**src/sv/iidl_pkg.sv**
```systemverilog
// Shared types and constants for the indexed insert/delete list.
package iidl_pkg;

  localparam int DEPTH = 16;
  localparam int WIDTH = 32;
  localparam int IDX_W = (DEPTH > 1) ? $clog2(DEPTH) : 1;
  localparam int CNT_W = $clog2(DEPTH + 1);

  typedef enum logic [1:0] {
    MODE_INSERT = 2'd0,
    MODE_DELETE = 2'd1,
    MODE_READ   = 2'd2,
    MODE_NONE   = 2'd3
  } iidl_mode_t;

  typedef enum logic [1:0] {
    ST_OK    = 2'd0,
    ST_RANGE = 2'd1,
    ST_FULL  = 2'd2,
    ST_NONE  = 2'd3
  } iidl_status_t;

  // Broadcast to every cell for one request.
  typedef struct packed {
    logic             ins;
    logic             del;
    logic [IDX_W-1:0] pos;
  } iidl_op_t;

endpackage

```
**src/sv/iidl_cell.sv**
```systemverilog
// One list slot: holds an entry and shifts it with its neighbors.
module iidl_cell (
  input  logic                      clk,
  input  iidl_pkg::iidl_op_t        op,
  input  logic [iidl_pkg::IDX_W-1:0] cell_index,
  input  logic [iidl_pkg::WIDTH-1:0] new_value,
  input  logic [iidl_pkg::WIDTH-1:0] left_q,
  input  logic [iidl_pkg::WIDTH-1:0] right_q,
  output logic [iidl_pkg::WIDTH-1:0] q
);
  import iidl_pkg::*;

  always_ff @(posedge clk) begin
    if (op.ins) begin
      if (cell_index == op.pos) begin
        q <= new_value;
      end else if (cell_index > op.pos) begin
        q <= left_q;
      end
    end else if (op.del && (cell_index >= op.pos)) begin
      q <= right_q;
    end
  end

endmodule

```
**src/sv/indexed_insert_delete_list_top.sv**
```systemverilog
// Indexed insert/delete list top: a row of shifting cells plus count and result register.
// The result is registered on accept and is valid in the cycle after it.
// One request per cycle unless a result is stalled; all cells shift in parallel on accept.
// Reset clears the count and the result valid; entries are not cleared.
module indexed_insert_delete_list_top (
  input  logic        clk,
  input  logic        rst,
  input  logic        in_valid,
  output logic        in_stall,
  input  logic [1:0]  mode,
  input  logic [4:0]  position,
  input  logic [31:0] item_value,
  output logic        out_valid,
  input  logic        out_stall,
  output logic [31:0] result_value,
  output logic [1:0]  status,
  output logic [4:0]  entry_count
);
  import iidl_pkg::*;

  logic [CNT_W-1:0] count;
  logic [CNT_W-1:0] count_next;
  logic             accept;
  logic [31:0]      pos_ext;
  logic [31:0]      cnt_ext;
  logic [IDX_W-1:0] pos_idx;
  logic [WIDTH-1:0] store_value;
  logic [WIDTH-1:0] rd_value;
  logic [31:0]      result_next;
  iidl_status_t     status_next;
  iidl_op_t         op;
  logic [WIDTH-1:0] cell_q [DEPTH];

  assign in_stall = out_valid && out_stall;
  assign accept   = in_valid && !in_stall;
  assign pos_ext  = 32'(position);
  assign cnt_ext  = 32'(count);
  assign pos_idx  = IDX_W'(position);
  assign store_value = WIDTH'(item_value);
  assign rd_value = cell_q[pos_idx];

  always_comb begin
    status_next = ST_OK;
    result_next = '0;
    count_next  = count;
    op.ins      = 1'b0;
    op.del      = 1'b0;
    op.pos      = pos_idx;
    unique case (iidl_mode_t'(mode))
      MODE_INSERT: begin
        if (pos_ext > cnt_ext) begin
          status_next = ST_RANGE;
        end else if (cnt_ext >= 32'(DEPTH)) begin
          status_next = ST_FULL;
        end else begin
          op.ins     = accept;
          count_next = count + CNT_W'(1);
        end
      end
      MODE_DELETE: begin
        if (pos_ext >= cnt_ext) begin
          status_next = ST_RANGE;
        end else begin
          op.del      = accept;
          result_next = 32'(rd_value);
          count_next  = count - CNT_W'(1);
        end
      end
      MODE_READ: begin
        if (pos_ext >= cnt_ext) begin
          status_next = ST_RANGE;
        end else begin
          result_next = 32'(rd_value);
        end
      end
      default: begin
        status_next = ST_RANGE;
      end
    endcase
  end

  for (genvar i = 0; i < DEPTH; i++) begin : g_cell
    logic [WIDTH-1:0] left_q;
    logic [WIDTH-1:0] right_q;
    if (i == 0) begin : g_head
      assign left_q = '0;
    end else begin : g_body
      assign left_q = cell_q[i-1];
    end
    if (i == DEPTH - 1) begin : g_tail
      assign right_q = '0;
    end else begin : g_link
      assign right_q = cell_q[i+1];
    end
    iidl_cell u_cell (
      .clk        (clk),
      .op         (op),
      .cell_index (IDX_W'(i)),
      .new_value  (store_value),
      .left_q     (left_q),
      .right_q    (right_q),
      .q          (cell_q[i])
    );
  end

  always_ff @(posedge clk) begin
    if (rst) begin
      count     <= '0;
      out_valid <= 1'b0;
    end else begin
      if (accept) begin
        count     <= count_next;
        out_valid <= 1'b1;
      end else if (!out_stall) begin
        out_valid <= 1'b0;
      end
    end
  end

  always_ff @(posedge clk) begin
    if (accept) begin
      result_value <= result_next;
      status       <= status_next;
      entry_count  <= 5'(count_next);
    end
  end

`ifndef SYNTHESIS
  a_count_bound: assert property (@(posedge clk) disable iff (rst)
    32'(count) <= 32'(DEPTH))
    else $error("count above capacity");

  a_accept_valid: assert property (@(posedge clk) disable iff (rst)
    accept |=> out_valid)
    else $error("no result after accepted request");

  a_err_zero: assert property (@(posedge clk) disable iff (rst)
    (out_valid && status != ST_OK) |-> (result_value == '0))
    else $error("error result carries a value");

  a_full_count: assert property (@(posedge clk) disable iff (rst)
    (out_valid && status == ST_FULL) |-> (32'(entry_count) == 32'(DEPTH)))
    else $error("full status with list not full");
`endif

endmodule
```
**config.mk**
```make
export PLATFORM = sky130hd
export DESIGN_NAME = indexed_insert_delete_list_top
export DESIGN_NICKNAME = d
export VERILOG_FILES = /design/src/sv/iidl_pkg.sv /design/src/sv/iidl_cell.sv /design/src/sv/indexed_insert_delete_list_top.sv
export SDC_FILE = /design/constraint.sdc
export NUM_CORES = 1
export LEC_CHECK = 0
export BUFFER_PORTS_ARGS = -buffer_cell sky130_fd_sc_hd__buf_2
export CORE_AREA = 4 4 264 266
export DETAILED_ROUTE_END_ITERATION = 10
export DIE_AREA = 0 0 268 270
export HOLD_SLACK_MARGIN = 0.15
export PLACE_DENSITY_LB_ADDON = 0.15
export SYNTH_ARGS = -nofsm -noshare
export SYNTH_HDL_FRONTEND = slang
export SYNTH_SLANG_ARGS = --single-unit
```
**constraint.sdc**
```tcl
create_clock -name clk -period 14.05 [get_ports clk]
set_input_delay 1.405 -clock clk [delete_from_list [all_inputs] [get_ports clk]]
set_output_delay 1.405 -clock clk [all_outputs]
set_load 0.01 [all_outputs]
```
* Yosys cells after proc, flatten, opt, wreduce, memory -nomap -nowiden *
Cells that the tools add are included.

word-level totals
  flip-flop bits (word level) = 557
  input bits = 43
  output and inout port bits = 41
  word-level logic and storage cells = 232

operators by class
  add/subtract/negate cells = 2
  $lt $le $gt $ge = 36
  equal/unequal tests = 34
  multiplexer cells = 82
  bitwise operators = 2
  reduce and logical (&&, ||, !) cells = 55

operators by type and width
  operator             count
  $mux 32              66
  $bmux 32 s4          1
  $ne 3x1->1 const B   15
  $eq 4x4->1 const A   8
  $ge 4x4->1 const A   8
  $gt 4x4->1 const A   8
  $reduce_and 2->1     16
  $reduce_bool 2->1    16
  $logic_and 1x1->1    18
  $eq 3x4->1 const A   4
  $ge 3x4->1 const A   4
  $gt 3x4->1 const A   4
  $mux 5               3
  $ge 5x5->1 const B   2
  $pmux 5 s2           1
  $eq 2x4->1 const A   2
  $ge 1x4->1 const A   2
  $ge 2x4->1 const A   2
  $gt 1x4->1 const A   2
  $gt 2x4->1 const A   2
  $mux 1               8
  $add 5x1->5 const B  1
  $ge 5x5->1           1
  $gt 5x5->1           1
  other kinds (14)     16

* Logic depth before layout (Yosys ltp) *
Gate-level depths: netlist of run 1.

  depth after elaboration = 8
  mapped depth = 12
  depth with buffers taken out = 7

* By module *
Synthesis of run 1 repeated with hierarchy kept, for this count alone.

second synthesis, totals
  cell total of the unflattened synthesis = 2,811
  area, all modules = 33,718.6 um^2

by module, submodules not included
  module                          times used  cells each  area each (um^2)  sequential area each (um^2)
  iidl_cell                       16          152         1,737.9           960.9
  indexed_insert_delete_list_top  1           379         5,911.9           1,291.2

* Least setup slack after synthesis of run 1 *
No wires, ideal clock.

  kind = input port to flip-flop
  start = input port position[0]
  end = register g_cell[2].u_cell.q[0] in the netlist's numbering (enable)
  arrival time = 6.302 ns
  data required time = 13.537 ns
  setup slack = 7.235 ns
  stages = 9
  cells stage by stage = buf_2 buf_2 inv_1 ha_1 and4_1 nand2_1 o21ai_1 nand2_1 nor4b_1

on the way
  cells in the longest elaborated chain, start to end = 6
  elaborated cells between the ends (all ways) = 13
  those cells by class = order compare: 4; eq/ne: 2; mux: 4; reduce/logical: 3

RTL lines
  what                            line                                  RTL
  start: declaration              indexed_insert_delete_list_top.sv:11  input logic [4:0] position,
  $ge 5x5->1                      indexed_insert_delete_list_top.sv:61  if (pos_ext >= cnt_ext) begin
  $mux 1                          indexed_insert_delete_list_top.sv:61
  $mux 1                          indexed_insert_delete_list_top.sv:49  unique case (iidl_mode_t'(mode))
  $logic_and 1x1->1               iidl_cell.sv:20                       end else if (op.del && (cell_index >= op.pos)) begin
  $reduce_bool 2->1 (no line)     --
  $reduce_and 2->1 (no line) (*)  --
  end signal: assignment          iidl_cell.sv:16                       q <= new_value;
  end signal: assignment          iidl_cell.sv:18                       q <= left_q;
  end signal: assignment          iidl_cell.sv:21                       q <= right_q;
  end: declaration                iidl_cell.sv:9                        output logic [iidl_pkg::WIDTH-1:0] q

Mark *: on every way between the ends. The rest lies on a longest branch, timed or not.
A chain may end at the register's enable or synchronous reset.

* Worst setup path after layout of run 1 *
  start = input port position[0]
  end = register g_cell[6].u_cell.q[2] in the netlist's numbering (data pin)

on the way
  cells in the longest elaborated chain, start to end = 4
  elaborated cells between the ends (all ways) = 6
  those cells by class = order compare: 1; eq/ne: 1; mux: 4

RTL lines
  what                    line                                  RTL
  $gt 5x5->1              indexed_insert_delete_list_top.sv:51  if (pos_ext > cnt_ext) begin
  $mux 1                  indexed_insert_delete_list_top.sv:51
  $mux 1                  indexed_insert_delete_list_top.sv:49
  $mux 32 (*)             iidl_cell.sv:14                       if (op.ins) begin
  end signal: assignment  iidl_cell.sv:16
  end signal: assignment  iidl_cell.sv:18
  end signal: assignment  iidl_cell.sv:21
  end: declaration        iidl_cell.sv:9

Marks and branches as above.

==> results of run 1 <==
==> power groups by stage <==
stage,combinational [mW],sequential [mW],clock (mW)
2_1_floorplan,0.258,1.92,0
3_3_place_gp,0.385,1.92,0
3_5_place_dp,0.392,1.92,0
4_1_cts,0.392,1.88,1.55
5_1_grt,0.416,1.89,1.62
6_report,0.395,1.88,1.52
==> critical path: stages <==
cell and delay (ps):
buf_6 450, inv_1 280, ha_1 340, and4_1 270
and2_0 380, a21oi_4 70, nor3_4 290, buf_12 650
buf_4 870, mux2_2 430
==> per-stage QoR <==
stage          hold slack, ps  area [um^2]  instances  setup WS (ps)  util, %
5_1_grt                 594.7        36280       3152           8584    54.11
2_1_floorplan           538.8        33400       2240           7235        -
3_5_place_dp            569.6        34470       3043           8102    51.41
3_3_place_gp            554.1        34470       3043           8184    51.41
6_report                577.8        36280       3152           8806    54.11
4_1_cts                 581.4        36280       3152           8794    54.11
==> path summary, 6_finish.rpt <==
check / slack [ps] / start / to / cells after the start
setup / recovery: 8810 / position[0] / g_cell[6].u_cell.q[2] / 10
setup reg to reg: 9710 / count[1] / g_cell[6].u_cell.q[2] / 9
hold / removal: 580 / g_cell[15].u_cell.q[4] / g_cell[14].u_cell.q[4] / 1
hold reg to reg: 580 / g_cell[15].u_cell.q[4] / g_cell[14].u_cell.q[4] / 1
==> state kept, by name, indices dropped and copies added (netlist names) <==
register         count
out_valid            1
g_cell.u_cell.q    512
entry_count          5
result_value        32
status               2
count                5
==> kinds of logic (layout without fill, tap and decap cells) <==
family / Yosys count / in the layout
multiplexers: 1036 / 1036
flip-flops: 557 / 557
AO/OA/AOI/OAI: 231 / 231
buffers and inverters: 220 / 259
AND/OR/NAND/NOR: 186 / 186
adder cells (fa/ha/maj): 10 / 10
==> synthesized netlist by cell type, drive strengths merged (2+ instances only) <==
cell type	count	area share, %
nand2b	7	0.13
a21o	4	0.090
and4	2	0.052
nor2b	3	0.056
a22oi	63	1.4
a311oi	4	0.10
mux2	918	31
or2	2	0.037
nand2	110	1.2
and3	12	0.22
nand3	7	0.10
inv	13	0.15
o32ai	2	0.052
nor4	4	0.075
o31ai	34	0.81
and2	2	0.037
or3	3	0.056
a21oi	45	0.69
nor2	20	0.22
a211oi	3	0.067
nor3	11	0.26
o21ai	38	0.57
o21bai	2	0.045
buf	93	2.2
o211ai	2	0.045
dfxtp	6	0.36
mux4	118	8.0
clkbuf	113	1.3
nand4	2	0.037
a31oi	24	0.45
edfxtp	551	50
ha	10	0.37
==> metal layers <==
layer | up-vias | routed length (um)
li1 | 8907 | -
met1 | 10673 | 40950
met2 | 785 | 45930
met3 | 184 | 6395
met4 | 0 | 2723
met5 | - | 0
==> area by class of cell <==
class | count | share of cell area, %
Clock buffer | 83 | 4.435
Clock inverter | 26 | 0.5518
Inverter | 14 | 0.1449
Multi-Input combinational cell | 1463 | 43.56
Sequential cell | 557 | 45.94
Tap cell | 873 | 3.011
Timing Repair Buffer | 136 | 2.359
==> flow_summary.ini, run 1 <==
[critical_path]
arrival_ps = 5630
crit_type = in2reg
startpoint_type = input pin
cp.required_ps = 14430
critPathCaptureType = register
crit_path_max_fanout = 179

[final_layout]
multi_input_area_um2 = 15800
final_layout_size_suffix_gt1_share_pct = 56.38
final_cell_mix = 913 x mux2_2, 551 x edfxtp_1, 118 x mux4_2, 109 x nand2_1, 79 x buf_2
n_antenna_cell = 0
syn_to_final_growth_pct = 8.616
final_common_cell = mux2_2
nets = 2286
regArea_um2 = 16670
fillCellCount = 5446

[sta]
finalClockSkew_ps = 14.69
fin_crit_ps = 5244
hold_viol_final = 0
worstMarginPinSlew_ps = 1348
slew_viol_final = 0
grt_setup_unrepaired = false
fmax_ghz = 0.1907
setup_tns_ps = 0
finalSetupViolCount = 0
min_period_over_period_pct = 37.32
max-slew-margin-rel_pct = 10.14

[grt]
grt_pass1_wl_um = 141600
gr-max-usage-layer = met2
first_global_vias = 21046
overflow = 0
met3_usage_pct = 4.072
grt_max_degree = 201
antenna_found_initial = 5
grt_use_met1_pct = 36.38
grt_use_total_pct = 26.03
grtUsageMet2_pct = 42.46

[synthesis]
synth-compound-area-share_pct = 4.589
syn_area_per_cell_um2 = 14.91
async_flop_share_pct = 0
synthMuxAreaShare_pct = 38.91
synth_top_family_by_area = multiplexers
synth_cells = 2240
yosys_warnings = 0
synth_xor_area_share_pct = 0
yosys.area_share.adder_pct = 0.3746
ys_ff_latch = 557
synth_simple_gate_area_share_pct = 2.559
synth.net_count = 2293
synth-edff-count = 551
synth_cell_types = 53
syn-cell-area_um2 = 33400
synth_seq_area_share_pct = 49.90
synth_flop_cell = edfxtp_1

[routing]
antenna_left = 0
wl_um = 96000
viasPerCell = 6.519
firstDrtPassIters = 7
drc = 0
wl_per_cell_um = 30.46
drt_iter0_markers = 1898
vias = 20549

[floorplanning]
start_util_pct = 49.82
core_um2 = 67040
die_h_um = 270
core.rowCount = 95
dieArea_um2 = 72360
fp.dieW_um = 268
ios = 84

[clocking]
cts_max_level = 2
cts.sink_count = 557
postCtsSetupBuffers = 0
cts_tree = done
clkTransAtPathRegs_ps = 60
cts-buffers-inserted = 61
cts_hold_buf = 0
clk_latency_ps = 640
cts_root_buf = clkbuf_16
ctsResizeCount = 0
clock_path_buffers = 3

[pwr]
total_power_mw = 3.794
p_int_mw = 2.872
seqPwrFrac_pct = 49.6
power.leakage_nw = 11.58
p_sw_share_pct = 24.29
clkPwrFrac_pct = 40.0
switchingPower_uw = 921.4
power-per-cell-area_nw_per_um2 = 104.6
irDropWorstVdd_mv = 0.08645
p_comb_share_pct = 10.4

[placement]
dp_hpwl_um = 55100
gp_congestion = 0.8282
portBuffers = 83

[hold_path]
worst_hold_path_type = reg2reg

[flow_run]
drv_cap = 0

[outcome]
status = finished clean
No activity file was read; power rests on OpenSTA's default activity.
==> inputs of run 2 (changes only) <==
- clock period: 14.05 -> 4.3 ns (I/O delays scaled with it)
==> flow_summary.ini, run 2 (synthesis gave the netlist of run 1 again) <==
[routing]
wl_per_cell_um = 30.64
drt_iter0_markers = 1879
drc = 0
wl_um = 98090
antenna_left = 0
vias = 21008
viasPerCell = 6.563
firstDrtPassIters = 5

[clocking]
cts-buffers-inserted = 66
cts_max_level = 3
clock_path_buffers = 3
cts.sink_count = 557
clk_latency_ps = 600
clkTransAtPathRegs_ps = 60
cts_tree = done
ctsResizeCount = 0
cts_root_buf = clkbuf_16
postCtsSetupBuffers = 0

[final_layout]
fillCellCount = 5356
final_layout_size_suffix_gt1_share_pct = 57.24
top_register = g_cell.u_cell.q
final_cell_mix = 913 x mux2_2, 551 x edfxtp_1, 118 x mux4_2, 109 x nand2_1, 79 x buf_2
stdcell_count = 3201
largest_register_ffs = 512
finish.utilization_pct = 55.33
final_common_cell = mux2_2
top_regs = g_cell.u_cell.q: 512 flops, result_value: 32 flops
syn_to_final_growth_pct = 11.05
nets = 2330
final_area_um2 = 37090

[sta]
finalSetupViolCount = 0
min_period_over_period_pct = 86.19
fin_crit_ps = 3706
worstMarginPinSlew_ps = 819.6
setup_tns_ps = 0
holdWs_ps = 217.2
finalClockSkew_ps = 21.24
max-slew-margin-rel_pct = 45.23
setup_ws_ps = 594.0
hold_viol_final = 0
fmax_ghz = 0.2698
grt_setup_unrepaired = false
slew_viol_final = 0

[critical_path]
endpoint = g_cell[4].u_cell.q[1]
path_cells = inv_1, ha_1, nor2b_1, o31a_1, o21ai_1, nand2_1, buf_4, a211oi_4, buf_12
startpoint_type = register
max_stage_delay_ps = 560
critPathCaptureType = register
r2r_start = count[1]
cp.required_ps = 4590
crit_path_max_fanout = 16
r2r_setup_slack_ps = 590
arrival_ps = 4000
reg2reg_to = g_cell[4].u_cell.q[1]
worstSetupPathDepth = 9
crit_buf_inv = 3
crit_type = reg2reg
crit_family = compound AO/OA/AOI/OAI gates
ff2ff_path_depth = 9
cpMaxStageDelayCell = a211oi_4
cp-startpoint = count[1]

[floorplanning]
core.rowCount = 95
fp.dieW_um = 268
die_h_um = 270
dieArea_um2 = 72360
core_um2 = 67040
ios = 84
start_util_pct = 49.82

[outcome]
status = finished clean

[placement]
portBuffers = 83
dp_hpwl_um = 58860
post-place-ws_ps = 633.0
gp_congestion = 0.8653
dp_cells = 3080
placed_area_um2 = 35030

[pwr]
clkPwrFrac_pct = 42.0
power.leakage_nw = 11.97
seqPwrFrac_pct = 47.6
p_sw_share_pct = 24.23
total_power_mw = 12.92
irDropWorstVdd_mv = 0.2353
switchingPower_mw = 3.131
power-per-cell-area_nw_per_um2 = 348.4
p_comb_share_pct = 10.4
p_int_mw = 9.791

[grt]
grt_max_degree = 81
first_global_vias = 21423
grt_pass1_wl_um = 145200
grt_use_total_pct = 26.77
antenna_found_initial = 6
overflow = 0

[hold_path]
worst_hold_path_type = in2reg

[flow_run]
drv_cap = 0
## run 2: worst min-delay path by stage
stage / slack, ps / end / start / cells past startpoint
floorplan: 540 / count[3] / count[3] / 2
global placement: 550 / g_cell[14].u_cell.q[4] / g_cell[15].u_cell.q[4] / 1
detailed placement: 560 / g_cell[14].u_cell.q[27] / g_cell[15].u_cell.q[27] / 1
CTS: 190 / out_valid / out_stall / 5
global route: 250 / out_valid / out_stall / 5
finish: 220 / out_valid / out_stall / 5
## run 2: layer usage
layer  up-vias  share of wire, %  track usage, %
li1       9028                 -               -
met1     10965                43           38.19
met2       869                48           43.11
met3       146               6.9           3.917
met4         0               2.3           7.302
met5         -                 0               0
## run 2: power groups by stage
stage / Clock, mW / Combinational (mW) / Sequential [mW]
4_1_cts: 5.52 / 1.33 / 6.15
3_3_place_gp: 0 / 1.30 / 6.26
5_1_grt: 5.75 / 1.41 / 6.16
3_5_place_dp: 0 / 1.32 / 6.27
6_report: 5.43 / 1.34 / 6.15
2_1_floorplan: 0 / 0.844 / 6.26
## run 2: layout make-up
class	instances	area [um^2]	share of cell area, %
antenna	1	2.502	0.006747
clock buffer	91	1829	4.932
clock inverter	27	209.0	0.5633
inverter	14	52.55	0.1417
multi-input combinational	1463	15800	42.59
sequential	557	16670	44.93
tap	873	1092	2.945
timing repair buffer	175	1441	3.886
## run 2: what timing repair did
action,in CTS,in global routing
hold buffers,2,0
setup endpoints to repair,0,0
hold endpoints to repair,2,0
## run 2: worst min-delay path: cells and delay by family
family                 cells  cell delay (ps)
buffers and inverters      2              160
and+or+nand+nor            3              180
